[src/sv/svmab_pkg.sv]
package svmab_pkg;

   localparam int AXES        = 6;
   localparam int SAMPLE_W    = 16;
   localparam int GYRO_BASE   = 3;
   localparam int QUEUE_DEPTH = 2;

   localparam int CSR_INDEX_W = 2;
   localparam int CSR_DATA_W  = 16;

   localparam logic [CSR_INDEX_W-1:0] CSR_GYRO_BIAS_X = 2'd0;
   localparam logic [CSR_INDEX_W-1:0] CSR_GYRO_BIAS_Y = 2'd1;
   localparam logic [CSR_INDEX_W-1:0] CSR_GYRO_BIAS_Z = 2'd2;

   typedef logic signed [SAMPLE_W-1:0] sample_type;

endpackage

[src/sv/svmab_queue.sv]
module svmab_queue #(
   parameter int DATA_W = 121
) (
   input  logic               clock,
   input  logic               reset,
   input  logic               push_valid,
   output logic               push_ready,
   input  logic [DATA_W-1:0]  push_data,
   output logic               pop_valid,
   input  logic               pop_ready,
   output logic [DATA_W-1:0]  pop_data
);

   localparam int DEPTH = svmab_pkg::QUEUE_DEPTH;
   localparam int PTR_W = $clog2(DEPTH);
   localparam int CNT_W = $clog2(DEPTH + 1);

   logic [DATA_W-1:0] entry_ff [DEPTH];
   logic [PTR_W-1:0]  wr_ptr_ff, wr_ptr_in;
   logic [PTR_W-1:0]  rd_ptr_ff, rd_ptr_in;
   logic [CNT_W-1:0]  count_ff, count_in;
   logic              push, pop;

   assign push_ready = count_ff != CNT_W'(DEPTH);
   assign pop_valid  = count_ff != '0;
   assign pop_data   = entry_ff[rd_ptr_ff];
   assign push       = push_valid && push_ready;
   assign pop        = pop_valid && pop_ready;

   always_comb begin
      wr_ptr_in = wr_ptr_ff;
      rd_ptr_in = rd_ptr_ff;
      count_in  = count_ff;
      if (push) begin
         wr_ptr_in = (wr_ptr_ff == PTR_W'(DEPTH - 1)) ? '0 : wr_ptr_ff + 1'b1;
      end
      if (pop) begin
         rd_ptr_in = (rd_ptr_ff == PTR_W'(DEPTH - 1)) ? '0 : rd_ptr_ff + 1'b1;
      end
      if (push && !pop) begin
         count_in = count_ff + 1'b1;
      end else if (pop && !push) begin
         count_in = count_ff - 1'b1;
      end
   end

   always_ff @(posedge clock) begin
      if (reset) begin
         wr_ptr_ff <= '0;
         rd_ptr_ff <= '0;
         count_ff  <= '0;
      end else begin
         wr_ptr_ff <= wr_ptr_in;
         rd_ptr_ff <= rd_ptr_in;
         count_ff  <= count_in;
      end
   end

   always_ff @(posedge clock) begin
      if (push) begin
         entry_ff[wr_ptr_ff] <= push_data;
      end
   end

endmodule

[config.mk]
export PLATFORM = sky130hd
export DESIGN_NAME = svmab_queue
export DESIGN_NICKNAME = d
export VERILOG_FILES = /design/src/sv/svmab_pkg.sv /design/src/sv/svmab_queue.sv
export SDC_FILE = /design/constraint.sdc
export NUM_CORES = 1
export LEC_CHECK = 0
export BUFFER_PORTS_ARGS = -buffer_cell sky130_fd_sc_hd__buf_2
export CORE_MARGIN = 1.5
export CORE_UTILIZATION = 45
export DETAILED_ROUTE_END_ITERATION = 8
export HOLD_SLACK_MARGIN = 0.15
export PLACE_DENSITY = 0.7
export SYNTH_ARGS = -nofsm -noshare
export SYNTH_HDL_FRONTEND = slang
export SYNTH_SLANG_ARGS = --single-unit
[constraint.sdc]
create_clock -name clock -period 4.95 [get_ports clock]
set_input_delay 0 -clock clock [delete_from_list [all_inputs] [get_ports clock]]
set_output_delay 0 -clock clock [all_outputs]
set_load 0.02 [all_outputs]
==> reports/results.ini <==
[logic_synthesis]
yosys.cell_count.top_type = edfxtp_1
synth-xor-area-share_pct = 0.293
synth-edff-count = 242
synth_cell_types = 19
synth_compound_area_share_pct = 0.335
synth_top_family_by_area = multiplexers
synth_common_cells = edfxtp_1, mux2_2, buf_6
yosys_most_used_dff = edfxtp_1
synth_seq_area_share_pct = 82.1
synthesis.area_um2 = 8980
ys.warnings.count = 0
ys_async_sr_fraction_pct = 0
syn_avg_cell_area_um2 = 22.4
syn_inst = 400
yosys.area.top_type_share_pct = 81.0
synth_area_leaders = edfxtp_1, mux2_2, buf_6
synth_mux_area_share_pct = 15.2
synth_nets = 526
yosys.area_share.simple_pct = 0.558
ys_ff_latch = 247
synth_adder_area_share_pct = 0.139
synth_area_leader_cell = edfxtp_1

[worst_setup_path]
worstReg2RegStart = count_ff[0]
crit_start = count_ff[0]
start_kind = flop
cp.depth = 7
rrSetupSlack_ns = 2.12
slowest_stage = dlygate4sd3_1
crit_top_cell = dlygate4sd3_1
rr_worst_depth = 7
crit_required_ns = 5.40
cp.arrival_ns = 3.27
worstSetupPathType = flop to flop
worst-path-max-fanout = 5
cp_cell_sequence = nand2b_1, and2_1, ha_1, or3_1, dlygate4sd3_1, a21oi_1, dlygate4sd3_1
critPathMaxStageDelay_ns = 0.57
reg2reg_to = count_ff[1]
crit_end = count_ff[1]
endpoint_kind = flop
cp_top_family = buffers and inverters
crit_buf_inv = 2

[floorplanning]
dieHeight_um = 144
coreArea_um2 = 19500
design.die.area_um2 = 20800
die_w_um = 144
rows = 51
start_util_pct = 46.0
ioPinCount = 248

[place]
dpl.cell_count = 905
portBuffers = 247
place_area_um2 = 10500
gp_congestion = 0.764
dp_hpwl_um = 11000

[timing]
rsz0062_at_grt = no
fmax_ghz = 0.354
setup_tns_ns = 0
final.setup_skew_ns = 0.00945
worst_slew_pin_slew_ns = 0.819
drv_slew = 0
hold_violations = 0
finalSetupViolations = 0
post-route-period-util_pct = 57.1
min_period_ns = 2.83
relSlewSlack_pct = 45.4

[clock_network]
cts_resized = 0
cts_tree = yes
clk_latency_ns = 0.50
cts.path.max_buffers = 3
cts_buffers = 25
htree_levels = 1
post_cts_buffers = 0
clkSinkCount = 247
clkTransAtPathRegs_ns = 0.06
cts_root_buf = clkbuf_16

[power_and_ir_drop]
finalPower_mw = 6.03
powerDensity_nw_per_um2 = 484
vdd_drop_max_mv = 0.457
leakage_nw = 4.68

[routing]
dr.pass1.iters = 4
drc = 0
viasPerCell = 4.82
vias = 5168
drt_iter0_drc = 183
wl_um = 18600
ant_nets = 0
wl_per_cell_um = 17.3

[status]
status = finished clean

[global_routing]
globalRouteOverflowTotal = 0
grt_usage_pct = 17.4
grt_max_degree = 62
grt_pass1_vias = 5606
antenna_found_initial = 0
grt_pass1_wl_um = 27800

[final_layout]
final_cells = 1073
fin_area_um2 = 12500
antenna_cells = 0
layout.nets = 921
final_util_pct = 63.8
area_growth_pct = 38.9
drive_gt1_share_pct = 50.2
fillers = 1375

[min_path]
hp-class = input port to flop

[flow_run]
cap_violations = 0

==> sequential cells by signal (all words and copies together), names as in the netlist, named ones only <==
name,count
count_ff,2
entry_ff,242
rd_ptr_ff,1
wr_ptr_ff,1
==> worst register-to-register path, delay by kind of cell, from the launching register on <==
family	cells	cell delay, ns
buffers and inverters	2	1.14
AND/OR/NAND/NOR	3	0.80
flip-flops	1	0.35
adder cells (fa/ha/maj)	1	0.33
AO/OA/AOI/OAI	1	0.15
==> through the flow <==
step | setup WS (ns) | hold WS [ns]
6_report | 2.12 | 0.218
5_1_grt | 2.00 | 0.200
4_1_cts | 2.23 | 0.192
3_5_place_dp | 2.61 | 0.191
3_3_place_gp | 2.73 | 0.187
2_1_floorplan | 0.891 | 0.0691
==> worst min-delay path by stage <==
stage | startpoint | endpoint | depth (start not counted)
after floorplan | reset | count_ff[1] | 1
after global placement | push_data[120] | entry_ff[1][120] | 1
after detailed placement | push_data[36] | entry_ff[0][36] | 1
after CTS | push_data[14] | entry_ff[0][14] | 2
after global routing | push_data[79] | entry_ff[0][79] | 2
final | push_data[79] | entry_ff[1][79] | 2
==> cells in the final DEF (no fill, tap or decap) <==
cell | synthesis | final
buf_2 | 3 | 247
edfxtp_1 | 242 | 242
dlygate4sd3_1 | 0 | 128
mux2_2 | 121 | 121
clkbuf_16 | 0 | 25
clkinv_1 | 0 | 8
buf_4 | 1 | 6
clkbuf_1 | 0 | 5
dfxtp_1 | 5 | 4
xor2_1 | 3 | 3
nor2_1 | 3 | 3
o21ai_0 | 2 | 2
a21oi_1 | 2 | 2
nand2b_1 | 1 | 1
and2_1 | 1 | 1
or2_2 | 1 | 1
and3_4 | 0 | 1
nand3b_1 | 1 | 1
inv_4 | 0 | 1
a21bo_2 | 1 | 1
or3_1 | 1 | 1
ha_1 | 1 | 1
dfxtp_4 | 0 | 1
clkinv_2 | 0 | 1
bufinv_16 | 0 | 1
==> kinds of logic (layout without fill, tap and decap cells) <==
| logic type | Yosys count | in the layout |
|---|---|---|
| AO/OA/AOI/OAI | 5 | 5 |
| XOR/XNOR | 3 | 3 |
| adder cells (fa/ha/maj) | 1 | 1 |
| buffers and inverters | 14 | 422 |
| flip-flops | 247 | 247 |
| multiplexers | 121 | 121 |
| AND/OR/NAND/NOR | 9 | 9 |
==> routing by layer <==
metal,GRT usage (%),part of all wire [%]
met3,4.67,8.5
met2,31.5,51
met1,20.3,39
met5,0,0
met4,5.16,1.5
==> cell type report <==
class	count	area, um2	share of cell area, %
sequential	247	7370	59.1
timing repair buffer	381	2560	20.6
multi-input combinational	139	1490	11.9
clock buffer	30	644	5.17
tap	265	332	2.66
clock inverter	10	65.1	0.522
inverter	1	6.26	0.0502
==> report_power, final <==
part           leakage [nW]  internal [mW]  switching (mW)  total (mW)
Clock                 0.345          0.962           0.698        1.66
Sequential             2.30           2.62          0.0922        2.71
Combinational          2.04          0.688           0.974        1.66
Total                  4.68           4.27            1.76        6.03
==> what timing repair did <==
item | 4_1_cts | 5_1_grt
hold endpoints to repair | 258 | 0
hold buffers | 128 | 0
setup endpoints to repair | 0 | 0
Power figures use the tool's default switching activity.
