[config.mk]
export PLATFORM = sky130hd
export DESIGN_NAME = svmab_front_flat
export DESIGN_NICKNAME = d
export VERILOG_FILES = /design/src/sv/svmab_pkg.sv /design/src/sv/svmab_if.sv /design/src/sv/svmab_front.sv /design/src/flat_wrapper.sv
export SDC_FILE = /design/constraint.sdc
export NUM_CORES = 2
export LEC_CHECK = 0
export BUFFER_PORTS_ARGS = -buffer_cell sky130_fd_sc_hd__buf_2
export CAP_MARGIN = 20
export CORE_ASPECT_RATIO = 0.8
export CORE_MARGIN = 4
export CORE_UTILIZATION = 55
export CTS_BUF_LIST = sky130_fd_sc_hd__clkbuf_8 sky130_fd_sc_hd__clkbuf_16
export DETAILED_ROUTE_END_ITERATION = 8
export HOLD_SLACK_MARGIN = 0.12
export PLACE_DENSITY = 0.75
export SYNTH_ARGS = -nofsm -noshare
export SYNTH_HDL_FRONTEND = slang
export SYNTH_SLANG_ARGS = --single-unit
[constraint.sdc]
create_clock -name clock -period 30.2 [get_ports clock]
set_input_delay 4.53 -clock clock [delete_from_list [all_inputs] [get_ports clock]]
set_output_delay 4.53 -clock clock [all_outputs]
set_load 0.02 [all_outputs]
[src/sv/svmab_pkg.sv]
package svmab_pkg;

   localparam int AXES        = 6;
   localparam int SAMPLE_W    = 16;
   localparam int GYRO_BASE   = 3;
   localparam int QUEUE_DEPTH = 2;

   localparam int CSR_INDEX_W = 2;
   localparam int CSR_DATA_W  = 16;

   localparam logic [CSR_INDEX_W-1:0] CSR_GYRO_BIAS_X = 2'd0;
   localparam logic [CSR_INDEX_W-1:0] CSR_GYRO_BIAS_Y = 2'd1;
   localparam logic [CSR_INDEX_W-1:0] CSR_GYRO_BIAS_Z = 2'd2;

   typedef logic signed [SAMPLE_W-1:0] sample_type;

endpackage

[src/sv/svmab_if.sv]
interface svmab_req_if;
   logic                    valid;
   logic                    ready;
   logic                    data_ready;
   svmab_pkg::sample_type   accel_x;
   svmab_pkg::sample_type   accel_y;
   svmab_pkg::sample_type   accel_z;
   svmab_pkg::sample_type   gyro_x;
   svmab_pkg::sample_type   gyro_y;
   svmab_pkg::sample_type   gyro_z;

   modport source (
      output valid, data_ready, accel_x, accel_y, accel_z, gyro_x, gyro_y, gyro_z,
      input  ready
   );
   modport sink (
      input  valid, data_ready, accel_x, accel_y, accel_z, gyro_x, gyro_y, gyro_z,
      output ready
   );
endinterface


[src/sv/svmab_front.sv]
module svmab_front #(
   parameter int WINDOW_LENGTH = 10,
   parameter int SUM_W         = 20,
   parameter int ENTRY_W       = 121
) (
   input  logic                clock,
   input  logic                reset,
   svmab_req_if.sink           req,
   output logic                push_valid,
   input  logic                push_ready,
   output logic [ENTRY_W-1:0]  push_data
);

   localparam int EXT_W = SUM_W - svmab_pkg::SAMPLE_W;

   svmab_pkg::sample_type  window_ff [svmab_pkg::AXES][WINDOW_LENGTH];
   logic [SUM_W-1:0]       sum_ff    [svmab_pkg::AXES];
   logic [SUM_W-1:0]       sum_in    [svmab_pkg::AXES];
   svmab_pkg::sample_type  sample    [svmab_pkg::AXES];
   logic                   accept;

   assign sample[0] = req.accel_x;
   assign sample[1] = req.accel_y;
   assign sample[2] = req.accel_z;
   assign sample[3] = req.gyro_x;
   assign sample[4] = req.gyro_y;
   assign sample[5] = req.gyro_z;

   assign req.ready  = push_ready;
   assign push_valid = req.valid;
   assign accept     = req.valid && push_ready;

   // running sum: add newest, drop oldest
   always_comb begin
      for (int a = 0; a < svmab_pkg::AXES; a++) begin
         sum_in[a] = sum_ff[a]
                   + {{EXT_W{sample[a][svmab_pkg::SAMPLE_W-1]}}, sample[a]}
                   - {{EXT_W{window_ff[a][0][svmab_pkg::SAMPLE_W-1]}}, window_ff[a][0]};
      end
   end

   always_comb begin
      push_data[ENTRY_W-1] = req.data_ready;
      for (int a = 0; a < svmab_pkg::AXES; a++) begin
         push_data[a*SUM_W +: SUM_W] = req.data_ready ? sum_in[a] : sum_ff[a];
      end
   end

   always_ff @(posedge clock) begin
      if (reset) begin
         for (int a = 0; a < svmab_pkg::AXES; a++) begin
            sum_ff[a] <= '0;
            for (int k = 0; k < WINDOW_LENGTH; k++) begin
               window_ff[a][k] <= '0;
            end
         end
      end else if (accept && req.data_ready) begin
         for (int a = 0; a < svmab_pkg::AXES; a++) begin
            sum_ff[a] <= sum_in[a];
            for (int k = 0; k < WINDOW_LENGTH - 1; k++) begin
               window_ff[a][k] <= window_ff[a][k+1];
            end
            window_ff[a][WINDOW_LENGTH-1] <= sample[a];
         end
      end
   end

endmodule

[src/flat_wrapper.sv]
// flat-port wrapper written by rule: the top's interface ports become plain ports
module svmab_front_flat 
#(
   parameter int WINDOW_LENGTH = 10,
   parameter int SUM_W         = 20,
   parameter int ENTRY_W       = 121
)
  (clock, reset, push_valid, push_ready, push_data, req_valid, req_data_ready, req_accel_x, req_accel_y, req_accel_z, req_gyro_x, req_gyro_y, req_gyro_z, req_ready);
  svmab_req_if req_i ();
  input  logic clock;
  input  logic reset;
  output logic push_valid;
  input  logic push_ready;
  output logic [ENTRY_W-1:0] push_data;
  input wire logic [$bits(req_i.valid)-1:0] req_valid;
  input wire logic [$bits(req_i.data_ready)-1:0] req_data_ready;
  input wire logic [$bits(req_i.accel_x)-1:0] req_accel_x;
  input wire logic [$bits(req_i.accel_y)-1:0] req_accel_y;
  input wire logic [$bits(req_i.accel_z)-1:0] req_accel_z;
  input wire logic [$bits(req_i.gyro_x)-1:0] req_gyro_x;
  input wire logic [$bits(req_i.gyro_y)-1:0] req_gyro_y;
  input wire logic [$bits(req_i.gyro_z)-1:0] req_gyro_z;
  output wire logic [$bits(req_i.ready)-1:0] req_ready;
  assign req_i.valid = req_valid;
  assign req_i.data_ready = req_data_ready;
  assign req_i.accel_x = req_accel_x;
  assign req_i.accel_y = req_accel_y;
  assign req_i.accel_z = req_accel_z;
  assign req_i.gyro_x = req_gyro_x;
  assign req_i.gyro_y = req_gyro_y;
  assign req_i.gyro_z = req_gyro_z;
  assign req_ready = req_i.ready;
  svmab_front #(.WINDOW_LENGTH(WINDOW_LENGTH), .SUM_W(SUM_W), .ENTRY_W(ENTRY_W)) u_core (.clock(clock), .reset(reset), .req(req_i), .push_valid(push_valid), .push_ready(push_ready), .push_data(push_data));
endmodule
==> qor.txt <==
post-route clock skew = 0.0144 ns
Mapped Avg Cell Area = 13.2 sq um
WP data arrival = 8.09 ns
Synth Warn # = 0
synthesized instance count = 3824
CTS Hold Buffers Added = 0
Pwr Density = 65.5 nW/um^2
fin crit period = 12.62 ns
most frequent cells in the layout = 1080 x edfxtp_1, 974 x and2_1, 484 x inv_1
clock slew at reported path FFs = 0.06 ns
CP endpoint kind = output pin
Crit Path Class = in2out
Required @ worst endpoint = 25.67 ns
gr ovfl total = 0
Final Instance Area = 55900 sq um
routed vias = 27100
post-synth net total = 4165
min-delay worst type = reg2reg
Root Buffer = clkbuf_16
Finished Layout Cells = 5306
setup TNS = 0 ns
largest net degree at the start of global routing = 286
iteration-0 DRC count of the detailed router = 2025
first-pass GRT wire length = 141 mm
worst r2r src = u_core.window_ff[2][144]
Place WS = 17.58 ns
outcome = finished, final reports clean
fin worst setup slack = 17.58 ns
Yosys cell types = 72
Primary FF master, synth = edfxtp_1
die area = 96400 sq um
CTS sink cnt = 1080
WL final = 87.5 mm
Slew Limit Headroom = 0.311
Synth async-reset ratio = 0
Avg WL per Cell = 16.5 microns
DP Area = 52500 sq um
worst-margin pin slew = 1.03 ns
number of global-route vias before repair = 26500
DR vias/cell = 5.10
fmax = 0.0792 GHz
ANT nets after route = 0
H-tree levels = 3
clock buffer depth = 3
area added between synthesis and finish = 11.1%
max_cap viols = 0
commonest non-fill, non-tap cell in the layout = edfxtp_1
PortBufs = 223
Power Total = 3.66 mW
Seq cells post-synth = 1080
Hold Vio Cnt, Final = 0
drc violations = 0
cts bufs inserted = 103
CTS tree = yes
drt pass-1 iters = 7
Worst-Skew Late Latency = 0.65 ns
CP Launch Point = req_accel_z[12]
fin crit share = 0.418
sequential area share after synthesis = 0.645
Fin Hold WS = 0.502 ns
post-CTS sizing = 0
Die X-Extent = 346 microns
hpwl dp = 54.9 mm
crit path launch type = input pin
CP Max Fanout = 6
Peak VDD IR = 0.0478 mV
initial antenna violation count = 2
utilization after layout = 0.621
RSZ-0062 raised after global routing = no
Placed Cells = 5116
max-slew violations = 0
Die Span Y = 278 microns
Starting Density = 0.559
# Post-CTS Setup Buffers = 0
GRT Total Usage = 0.181
EDFF count, synth = 1080
Mapped Area = 50300 sq um
storage element area = 32400 sq um
Core Region = 90000 sq um
Setup-failing EPs final = 0
ratio of cells with drive above 1 in the final layout = 0.114
Nets = 4365
Multi-input gate area = 15600 sq um
num rows = 98
Hold Crit Start = u_core.window_ff[3][111]
io pins = 224
Pleak = 23.2 nW
FILL cells = 6943
RD Place Congestion = 0.845
cells in the mapped netlist, drive strengths merged, types with 4 or more instances:
library cell / number / area, sq um
o21bai: 18 / 146
a21oi: 112 / 564
nor3: 17 / 85.1
mux2: 44 / 499
a31oi: 10 / 77.6
a21o: 45 / 338
o21ai: 119 / 599
nand3: 25 / 125
nand4: 9 / 56.3
o211ai: 9 / 67.6
mux2i: 4 / 40.0
xor2: 32 / 280
or2: 4 / 25.0
xnor2: 73 / 639
buf: 8 / 48.8
nand2b: 14 / 87.6
or3: 5 / 31.3
a211oi: 15 / 123
nand2: 120 / 450
edfxtp: 1080 / 32400
clkbuf: 146 / 548
and3: 17 / 113
o31ai: 4 / 30.0
a41oi: 4 / 35.0
a31o: 5 / 43.8
nor2b: 6 / 37.5
o22ai: 4 / 25.0
ha: 126 / 1580
a21boi: 8 / 60.1
and2: 976 / 6110
nor2: 155 / 582
inv: 456 / 1710
fa: 114 / 2280
registers in the layout, summed over array words and instances, names as in the netlist:
register	flops
u_core.sum_ff	120
u_core.window_ff	960
worst max-delay path: stages:
cell and delay [ns]:
buf_2 0.10, inv_1 0.11, fa_1 0.57, inv_1 0.05, ha_1 0.38, a21oi_1 0.26
o22ai_1 0.13, a211oi_1 0.36, inv_1 0.07, o211ai_1 0.22, a21boi_0 0.15, o31ai_1 0.84
buf_2 0.32
routing by layer:
metal | vias up | track usage | wire length (microns)
met5 | - | 0 | 0
met4 | 0 | 0.0518 | 2140
met3 | 134 | 0.0307 | 4070
met2 | 497 | 0.267 | 38600
met1 | 13200 | 0.278 | 42700
li1 | 13200 | - | -
worst paths after layout:
kind / to / slack, ns / depth (start not counted)
worst max-delay path: push_data[57] / 17.58 / 13
worst min-delay path: u_core.window_ff[3][127] / 0.50 / 1
worst max register to register: u_core.sum_ff[0][58] / 26.72 / 11
worst min register to register: u_core.window_ff[3][127] / 0.50 / 1
cell families (layout without fill, tap and decap cells):
group                      after synthesis  in the layout  share of synthesized area
and+or+nand+nor                       1358           1358                      0.155
DFF                                   1080           1080                      0.645
buffers and inverters                  611            892                     0.0461
AOI/OAI and AO/OA                      379            379                     0.0470
adders and majority gates              240            240                     0.0767
xor gates and xnor gates               108            108                     0.0197
muxes                                   48             48                     0.0107
other                                    0              1                          0
area by class of cell:
| class | count | area share |
|---|---|---|
| antenna | 1 | 0.0000448 |
| clock buffer | 105 | 0.0470 |
| clock inverter | 81 | 0.0110 |
| inverter | 456 | 0.0306 |
| multi-input combinational | 2133 | 0.279 |
| sequential | 1080 | 0.581 |
| tap | 1200 | 0.0269 |
| timing repair buffer | 250 | 0.0251 |
report_power, final:
group          switching, mW  total, mW  internal [mW]
clock network          0.544       1.25          0.706
registers             0.0241       1.76           1.74
logic                  0.404      0.645          0.241
Note: power is estimated with default switching activity, not from simulation.
